`src/rtl/top_k_logit_selector_macros.svh`:
```
// Assertion macros for the top-k logit selector.
// Included by the top level; the including scope supplies clk and rst_n.
`ifndef TOP_K_LOGIT_SELECTOR_MACROS_SVH
`define TOP_K_LOGIT_SELECTOR_MACROS_SVH

// The consequent must hold in the same cycle as the trigger.
`define TKLS_ASSERT_SAME(label, trig, cons, msg) \
    label: assert property (@(posedge clk) disable iff (!rst_n) (trig) |-> (cons)) \
        else $error(msg);

// The consequent must hold in the cycle after the trigger.
`define TKLS_ASSERT_NEXT(label, trig, cons, msg) \
    label: assert property (@(posedge clk) disable iff (!rst_n) (trig) |=> (cons)) \
        else $error(msg);

`endif

```
`src/rtl/tkls_pkg.sv`:
```
`timescale 1ns / 1ps
// Shared constants and types for the top-k logit selector.
// No dependencies; imported by every module of the block.
package tkls_pkg;

    localparam int K_MAX_DEF   = 64;
    localparam int ID_BITS_DEF = 18;
    localparam int LOGIT_W     = 32;
    localparam int RANK_W      = 6;
    localparam int CFG_W       = 10;
    localparam int QDEPTH      = 4;
    localparam int PADDR_W     = 4;
    localparam int PDATA_W     = 32;

    localparam logic [1:0] REG_K_REQUESTED    = 2'd0;
    localparam logic [1:0] REG_MIN_KEEP_COUNT = 2'd1;
    localparam logic [1:0] REG_INPUT_PRESORTED = 2'd2;

    localparam logic [CFG_W-1:0] K_REQUESTED_RST    = 10'd40;
    localparam logic [CFG_W-1:0] MIN_KEEP_COUNT_RST = 10'd1;

    typedef struct packed {
        logic last;
        logic presorted;
    } item_ctrl_t;

    typedef struct packed {
        logic [CFG_W-1:0] k_requested;
        logic [CFG_W-1:0] min_keep_count;
    } sel_cfg_t;

endpackage

```
`src/rtl/tkls_front.sv`:
```
`timescale 1ns / 1ps
// Front end: accepts candidate beats, tags them with the ordering mode and queues them.
// Depends on tkls_pkg.
module tkls_front
    import tkls_pkg::*;
#(
    parameter int ID_BITS = ID_BITS_DEF
)
(
    input  logic                      clk,
    input  logic                      rst_n,
    input  logic                      push,
    output logic                      full,
    input  logic [ID_BITS-1:0]        token_id,
    input  logic signed [LOGIT_W-1:0] logit_value,
    input  logic                      last_item,
    input  logic                      presorted,
    output logic                      q_valid,
    input  logic                      q_pop,
    output logic [ID_BITS-1:0]        q_id,
    output logic signed [LOGIT_W-1:0] q_logit,
    output item_ctrl_t                q_ctrl
);

    localparam int PTR_W = $clog2(QDEPTH);

    logic [ID_BITS-1:0]        id_mem_reg    [QDEPTH];
    logic signed [LOGIT_W-1:0] logit_mem_reg [QDEPTH];
    item_ctrl_t                ctrl_mem_reg  [QDEPTH];

    logic [PTR_W-1:0] wr_ptr_reg, wr_ptr_next;
    logic [PTR_W-1:0] rd_ptr_reg, rd_ptr_next;
    logic [PTR_W:0]   count_reg, count_next;
    logic             wr_en;
    logic             rd_en;

    assign full    = (count_reg == (PTR_W+1)'(QDEPTH));
    assign q_valid = (count_reg != '0);
    assign wr_en   = push && !full;
    assign rd_en   = q_pop && q_valid;

    assign q_id    = id_mem_reg[rd_ptr_reg];
    assign q_logit = logit_mem_reg[rd_ptr_reg];
    assign q_ctrl  = ctrl_mem_reg[rd_ptr_reg];

    always_comb
    begin
        wr_ptr_next = wr_en ? wr_ptr_reg + PTR_W'(1) : wr_ptr_reg;
        rd_ptr_next = rd_en ? rd_ptr_reg + PTR_W'(1) : rd_ptr_reg;
        count_next  = count_reg;
        if (wr_en && !rd_en)
        begin
            count_next = count_reg + (PTR_W+1)'(1);
        end
        else if (rd_en && !wr_en)
        begin
            count_next = count_reg - (PTR_W+1)'(1);
        end
    end

    always_ff @(posedge clk or negedge rst_n)
    begin
        if (!rst_n)
        begin
            wr_ptr_reg <= '0;
            rd_ptr_reg <= '0;
            count_reg  <= '0;
        end
        else
        begin
            wr_ptr_reg <= wr_ptr_next;
            rd_ptr_reg <= rd_ptr_next;
            count_reg  <= count_next;
        end
    end

    always_ff @(posedge clk)
    begin
        if (wr_en)
        begin
            id_mem_reg[wr_ptr_reg]    <= token_id;
            logit_mem_reg[wr_ptr_reg] <= logit_value;
            ctrl_mem_reg[wr_ptr_reg]  <= '{last: last_item, presorted: presorted};
        end
    end

endmodule

```
`config.mk`:
```
export PLATFORM = sky130hd
export DESIGN_NAME = tkls_front
export DESIGN_NICKNAME = d
export VERILOG_FILES = /design/src/rtl/top_k_logit_selector_macros.svh /design/src/rtl/tkls_pkg.sv /design/src/rtl/tkls_front.sv
export SDC_FILE = /design/constraint.sdc
export NUM_CORES = 1
export LEC_CHECK = 0
export CORE_ASPECT_RATIO = 1.2
export CORE_MARGIN = 4
export CORE_UTILIZATION = 45
export CTS_CLUSTER_DIAMETER = 50
export DETAILED_ROUTE_END_ITERATION = 12
export DONT_BUFFER_PORTS = 1
export GPL_ROUTABILITY_DRIVEN = 0
export PLACE_DENSITY = 0.6
export SLEW_MARGIN = 25
export SYNTH_ARGS = -nofsm -noshare
export SYNTH_HDL_FRONTEND = slang
export SYNTH_SLANG_ARGS = --single-unit
```
`constraint.sdc`:
```
create_clock -name clk -period 2.5 [get_ports clk]
set_clock_uncertainty 0.2 [all_clocks]
set_input_delay 0.125 -clock clk [delete_from_list [all_inputs] [get_ports clk]]
set_output_delay 0.125 -clock clk [all_outputs]
set_load 0.05 [all_outputs]
```
# == Yosys cells after proc, flatten, opt, wreduce, memory -nomap -nowiden ==
# Memory sizes are Yosys's and may differ from the RTL's.
# Cells that the tools add are included.
# Widths: inputs -> output; s select.
# word_totals
reg_bits,7
ramBits,208
elab_cells,24
memories,3
# classes
add_sub_neg,4
eq_ne,1
n_mux,4
n_reduce_logical,9
# memory_table
memory,depth,width,read_ports,rd_clocked_by_memory_dff,write_ports,line,rtl
logit_mem_reg,4,32,1,0,1,tkls_front.sv:28,logic signed [LOGIT_W-1:0] logit_mem_reg [QDEPTH];
id_mem_reg,4,18,1,0,1,tkls_front.sv:27,logic [ID_BITS-1:0] id_mem_reg [QDEPTH];
ctrl_mem_reg,4,2,1,0,1,tkls_front.sv:29,item_ctrl_t ctrl_mem_reg [QDEPTH];
# op_table
operator,n
$mux 3,2
$add 2x1->2 const B,2
$logic_and 1x1->1,4
$add 3x1->3 const B,1
$eq 3x3->1 const B,1
$logic_not 1->1,3
$reduce_bool 3->1,1
$sub 3x1->3 const B,1
$mux 1,2
$reduce_bool 2->1,1

# == Depth between registers and ports, before layout ==
# Gate-level depths: netlist (run 1).
# logic_depth
depth_word,7
mapped_depth,9
ltp_nobuf,8

# == Worst setup path before layout (run 1) ==
# OpenSTA, ideal clock, no wires.
# synth_path
path_kind,reg-to-reg
start,register count_reg[0]
end,"memory ctrl_mem_reg[0][0] (netlist name), enable pin"
arrival_time_ps,2113
required_time_ps,1806
slack_ps,-307
path_stages_with_launch,5
n_path_buf,1
period_less_slack_ps,2807
path_cell_list,dfrtp_1 nor3b_2 nor2b_1 buf_2 and2_1
# synth_between
elab_chain_len,5
# synth_lines
item,line,rtl
start: declaration,tkls_front.sv:33,"logic [PTR_W:0] count_reg, count_next;"
start signal: assignment,tkls_front.sv:73,count_reg <= count_next;
$eq 3x3->1,tkls_front.sv:37,assign full = (count_reg == (PTR_W+1)'(QDEPTH));
via full,tkls_front.sv:13,"output logic full,"
$logic_not 1->1,tkls_front.sv:39,assign wr_en = push && !full;
$logic_and 1x1->1,tkls_front.sv:39,
via wr_en,tkls_front.sv:34,logic wr_en;
$mux 1,tkls_front.sv:79,if (wr_en)
$mux 1 (not written as such),tkls_front.sv:83,"ctrl_mem_reg[wr_ptr_reg] <= '{last: last_item, presorted: presorted};"
end: declaration,tkls_front.sv:29,
# The timed path passes the listed nets, and every way through them passes these cells.

# == Worst setup path in the final report (run 1) ==
# layout_path
start,register count_reg[0]
end,register count_reg[2]
# layout_between
elab_chain_len,6
elab_cells_between_ends,14
# layout_lines
item
"parallel branches: the longest is 6 deep, another holds $sub 3x1->3"
# Several ways; the timed one is not identified. The select of a mux whose other input is x is not followed.
# A chain may end at the register's enable or synchronous reset.

==> results of run 1 <==
## power by group
group	total (W)	internal, W	leakage, nW	switching, W
Clock	0.00301	0.00178	0.322	0.00123
Combinational	0.00484	0.00141	0.829	0.00344
Sequential	0.00498	0.00477	1.99	0.000213
Total	0.0128	0.00796	3.14	0.00488
## final timing paths
path / startpoint / end / slack, ns
worst max-delay path: count_reg[0]$_DFFE_PN0P_ / count_reg[2]$_DFFE_PN0P_ / 0.11
min in group asynchronous: rst_n / count_reg[2]$_DFFE_PN0P_ / 0.32
worst min register to register: count_reg[2]$_DFFE_PN0P_ / count_reg[2]$_DFFE_PN0P_ / 0.31
max in group asynchronous: rst_n / rd_ptr_reg[0]$_DFFE_PN0P_ / 1.50
worst max register to register: count_reg[0]$_DFFE_PN0P_ / count_reg[2]$_DFFE_PN0P_ / 0.11
worst min-delay path: logit_value[23] / logit_mem_reg[1][23]$_DFFE_PP_ / 0.14
## placed cells by master, fill, tap and decap left out, drive strengths merged
master / count
and2: 4
buf: 20
bufinv: 1
clkbuf: 30
clkinv: 6
dfrtp: 7
dlygate4sd3: 56
edfxtp: 208
fa: 1
ha: 5
inv: 4
mux2: 2
mux4: 52
nand2: 1
nand3: 1
nor2: 1
nor2b: 1
nor3b: 1
or3: 1
xnor2: 4
xor2: 2
## critical path, cell delays in order (launching register included)
cell	delay (ns)
dfrtp_1	0.47
or3_4	0.43
nand2_1	0.12
ha_1	0.20
inv_1	0.06
fa_1	0.38
xor2_1	0.18
nor2_1	0.12
xor2_1	0.16
## repair_timing
action	4_1_cts	5_1_grt
setup endpoints to repair	24	0
resized for setup	0	0
buffers inserted	3	0
hold endpoints to repair	222	0
hold buffers	56	0
## metrics by stage
stage | cell area, um2 | util
floorplan | 8010 | -
global placement | 8330 | 0.476
detailed placement | 8330 | 0.476
CTS | 9600 | 0.548
global route | 9600 | 0.548
finish | 9600 | 0.548
## synthesized netlist by cell type (all sizes together)
cell / count
and2: 4
buf: 13
dfrtp: 7
edfxtp: 208
fa: 1
ha: 5
inv: 3
mux2: 2
mux4: 52
nand2: 1
nand3: 1
nor2: 1
nor2b: 1
nor3b: 1
or3: 1
xnor2: 4
xor2: 2
## per-layer routing
| layer | vias up | wire [um] | part of all wire | track usage |
|---|---|---|---|---|
| met1 | 1728 | 5370 | 0.39 | 0.172 |
| li1 | 1478 | - | - | - |
| met4 | 0 | 268 | 0.019 | 0.0401 |
| met3 | 24 | 728 | 0.052 | 0.0334 |
| met5 | - | 0 | 0 | 0 |
| met2 | 76 | 7550 | 0.54 | 0.255 |
## cell families (layout without fill, tap and decap cells)
group	after synthesis	count (layout)	synth area share
flip-flops	215	215	0.804
multiplexers	54	54	0.152
buffers and inverters	16	117	0.0197
AND/OR/NAND/NOR	10	10	0.00783
adder cells (fa/ha/maj)	6	6	0.0103
XOR/XNOR	6	6	0.00658
## cell type report
class | instances | area share
flip-flops and latches | 215 | 0.669
clock inverters | 8 | 0.00652
multi-input cells | 76 | 0.149
inverters | 3 | 0.00117
repair buffers | 76 | 0.0831
well taps | 220 | 0.0287
clock buffers | 30 | 0.0627
==> flow_summary.yaml, run 1 <==
logic_synthesis:
  synth_area_um2: 7990
  post-synth-top-area-cell: "edfxtp_1"
  yosysSeqAreaShare: 0.804
  ys_ff_latch: 215
  synthDistinctLibCells: 21
  synth_top_area_share: 0.782
  yosysWarnings: 0
  syn_nets: 369
  synth_cells: 307
  avgSynthCellArea_um2: 26.0
  netlist_top_cells_area: "edfxtp_1, mux4_2, dfrtp_1"
route:
  drt_first_pass_iters: 4
  wl_per_cell_um: 22.2
  dr.first_iter.drc_count: 167
  final_antenna_net_count: 0
  avgViaCountPerCell: 5.26
  wirelength_um: 13900
  dr_total_vias: 3306
  drc: 0
place:
  hpwl_um: 8170
  port_buffers: 0
  place_worst_setup_slack_ns: 0.160
  placed_cells: 531
worst_setup_path:
  cp.arrival_ns: 2.60
  start_kind: "register"
  end_kind: "register"
  worst-path-max-fanout: 4
  required_ns: 2.71
  reg2reg_depth: 8
  path_class: "reg2reg"
floorplan:
  dieArea_um2: 20000
  fp.dieW_um: 130
  rows: 53
  die_y_um: 154
  ios: 110
  core_um2: 17500
  start_util: 0.456
grt:
  grt_use_total: 0.143
  gr-total-overflow: 0
  grt_pass1_wl_um: 21600
  first_global_vias: 3727
  grt_max_degree: 38
  antenna_found_initial: 0
sta:
  hold_viol: 0
  slew_headroom: 0.634
  timing.final.ws_setup_ns: 0.111
  tns_ns: 0
  finalCritPeriodShare: 0.955
  worst_hold_slack_ns: 0.136
  finalSetupViolCount: 0
  period_minus_slack_ns: 2.39
  max_freq_ghz: 0.419
  worstMarginPinSlew_ns: 0.551
  slew_violations: 0
  rsz0062_at_grt: "false"
cts:
  clock-sinks: 215
  cts_tree: "yes"
  root_buffer: "clkbuf_16"
  clk_latency_ns: 0.49
  cts_buffer_depth: 3
  cts_made_buffers: 22
  cts_htree_levels: 1
  path_clk_slew_ns: 0.06
cells_and_area:
  diodes: 0
  seqCellArea_um2: 6430
  fin_nets: 456
  syn2layout_area_growth_pct: 20.2
  largest_reg_flops: 128
  fillers: 1341
  multi_input_area_um2: 1430
  drive_above_1_share: 0.255
  fin_cells: 628
pwr:
  ir_drop_mv: 0.613
  finalPower_w: 0.0128
  p_leak_nw: 3.14
  power_density_nw_per_um2: 1340
status:
  status: "finished, final reports clean"
min_path:
  hold_path.class: "in2reg"
  whs_path_depth: 1
run:
  maxCapViolCount: 0
No activity file was read; power rests on OpenSTA's default activity.
==> run 2, diff against run 1 <==
--- a/config.mk
+++ b/config.mk
@@ -8,6 +8,7 @@
 export CORE_ASPECT_RATIO = 1.2
 export CORE_MARGIN = 4
 export CORE_UTILIZATION = 45
+export CTS_BUF_LIST = sky130_fd_sc_hd__clkbuf_4
 export CTS_CLUSTER_DIAMETER = 50
 export DETAILED_ROUTE_END_ITERATION = 12
 export DONT_BUFFER_PORTS = 1
==> flow_summary.yaml, run 2 (synthesis results as in run 1) <==
sta:
  slew_headroom: 0.632
  worst_hold_slack_ns: 0.0441
  worstMarginPinSlew_ns: 0.555
  finalCritPeriodShare: 0.973
  max_freq_ghz: 0.411
  period_minus_slack_ns: 2.43
  finalSetupViolCount: 0
  rsz0062_at_grt: "true"
  slew_violations: 0
  hold_viol: 0
grt:
  grt_max_degree: 38
  gr-total-overflow: 0
  antenna_found_initial: 1
  first_global_vias: 4184
  grt_pass1_wl_um: 22500
  grt_use_total: 0.149
min_path:
  worstHoldStart: "logit_value[21]"
  whs_path_depth: 1
  whs_endpoint: "logit_mem_reg[1][21]$_DFFE_PP_"
  hold_path.class: "in2reg"
floorplan:
  rows: 53
  fp.dieW_um: 130
  start_util: 0.456
  dieArea_um2: 20000
  ios: 110
  die_y_um: 154
  core_um2: 17500
worst_setup_path:
  required_ns: 2.17
  critPathLaunch: "rd_ptr_reg[0]$_DFFE_PN0P_"
  end_kind: "primary output"
  r2r-end: "count_reg[2]$_DFFE_PN0P_"
  worst-path-max-fanout: 10
  cp.arrival_ns: 2.11
  r2r-start: "count_reg[0]$_DFFE_PN0P_"
  r2r_slack_ns: 0.12
  reg2reg_depth: 8
  path_class: "reg2out"
  start_kind: "register"
cells_and_area:
  drive_above_1_share: 0.308
  seqCellArea_um2: 6430
  syn2layout_area_growth_pct: 25.7
  fin_nets: 534
  layout_commonest_cell: "edfxtp_1"
  final_cell_mix: "edfxtp_1, dlygate4sd3_1, clkbuf_4"
  multi_input_area_um2: 1430
  fillers: 1336
  largest_reg_flops: 128
  fin_util: 0.574
  design_area_um2: 10000
route:
  wl_per_cell_um: 19.9
  drt_first_pass_iters: 4
  wirelength_um: 14500
  dr.first_iter.drc_count: 185
  final_antenna_net_count: 0
  avgViaCountPerCell: 5.09
  dr_total_vias: 3687
  drc: 0
pwr:
  ir_drop_mv: 0.558
  p_sw_w: 0.00490
  p_int_w: 0.00765
  power_density_nw_per_um2: 1250
  clockPowerShare: 0.216
  finalPower_w: 0.0126
  p_leak_nw: 3.39
  p_seq_frac: 0.397
  switching_share: 0.390
  comb_power_share: 0.387
run:
  maxCapViolCount: 0
place:
  port_buffers: 0
  dpl_cell_area_um2: 8330
  hpwl_um: 8170
cts:
  cts_tree: "yes"
  cts_htree_levels: 2
  path_clk_slew_ns: 0.07
  root_buffer: "clkbuf_4"
  cts_made_buffers: 51
  cts_buffer_depth: 3
  clock-sinks: 215
  clk_latency_ns: 0.62
status:
  status: "finished, final reports clean"
## run 2: per-stage QoR
stage | setup slack (ns) | std cells | TNS (ns)
2_1_floorplan | 0.0249 | 307 | 0
3_3_place_gp | 0.249 | 531 | 0
3_5_place_dp | 0.160 | 531 | 0
4_1_cts | -0.0243 | 723 | -0.355
5_1_grt | -0.0578 | 725 | -1.70
6_report | 0.0674 | 725 | 0
## run 2: worst max path at each step
stage / to / slack, ns / depth (start not counted)
3_3_place_gp: count_reg[2]$_DFFE_PN0P_ / 0.25 / 8
3_5_place_dp: count_reg[2]$_DFFE_PN0P_ / 0.16 / 8
6_report: q_logit[15] / 0.07 / 2
4_1_cts: q_logit[15] / -0.02 / 2
2_1_floorplan: count_reg[1]$_DFFE_PN0P_ / 0.02 / 7
5_1_grt: q_logit[28] / -0.06 / 2
## run 2: repair_timing
| action | 4_1_cts | 5_1_grt |
|---|---|---|
| hold buffers | 106 | 0 |
| buffers inserted | 1 | 1 |
| gates cloned | 0 | 0 |
| setup endpoints to repair | 42 | 47 |
| hold endpoints to repair | 222 | 0 |
| resized for setup | 1 | 0 |
| pin swaps | 0 | 0 |
## run 2: final cells by class
class,count,share of cell area
diodes,1,0.000249
clock buffers,76,0.0568
clock inverters,9,0.00598
inverters,3,0.00112
multi-input cells,76,0.142
flip-flops and latches,215,0.640
well taps,220,0.0274
repair buffers,125,0.126
## run 2: power groups by stage
stage                     logic (W)  clock network, W  registers (W)
final                       0.00485           0.00271        0.00499
after global routing        0.00510           0.00301        0.00505
after CTS                   0.00496           0.00282        0.00500
after detailed placement    0.00472                 0        0.00512
after global placement      0.00470                 0        0.00507
after floorplan             0.00416                 0        0.00497
## run 2: per-layer routing
layer  share of wire  GRT usage  wire length, um  vias up
met4           0.018     0.0589              258        0
met3           0.046     0.0420              671       18
met5               0          0                0        -
met1            0.39      0.172             5600     1909
li1                -          -                -     1676
met2            0.55      0.261             7930       84
## run 2: critical path, cell delays in order, from the launching register on
cell and delay, ns:
dfrtp_4 0.53, buf_4 0.25, mux4_2 0.70
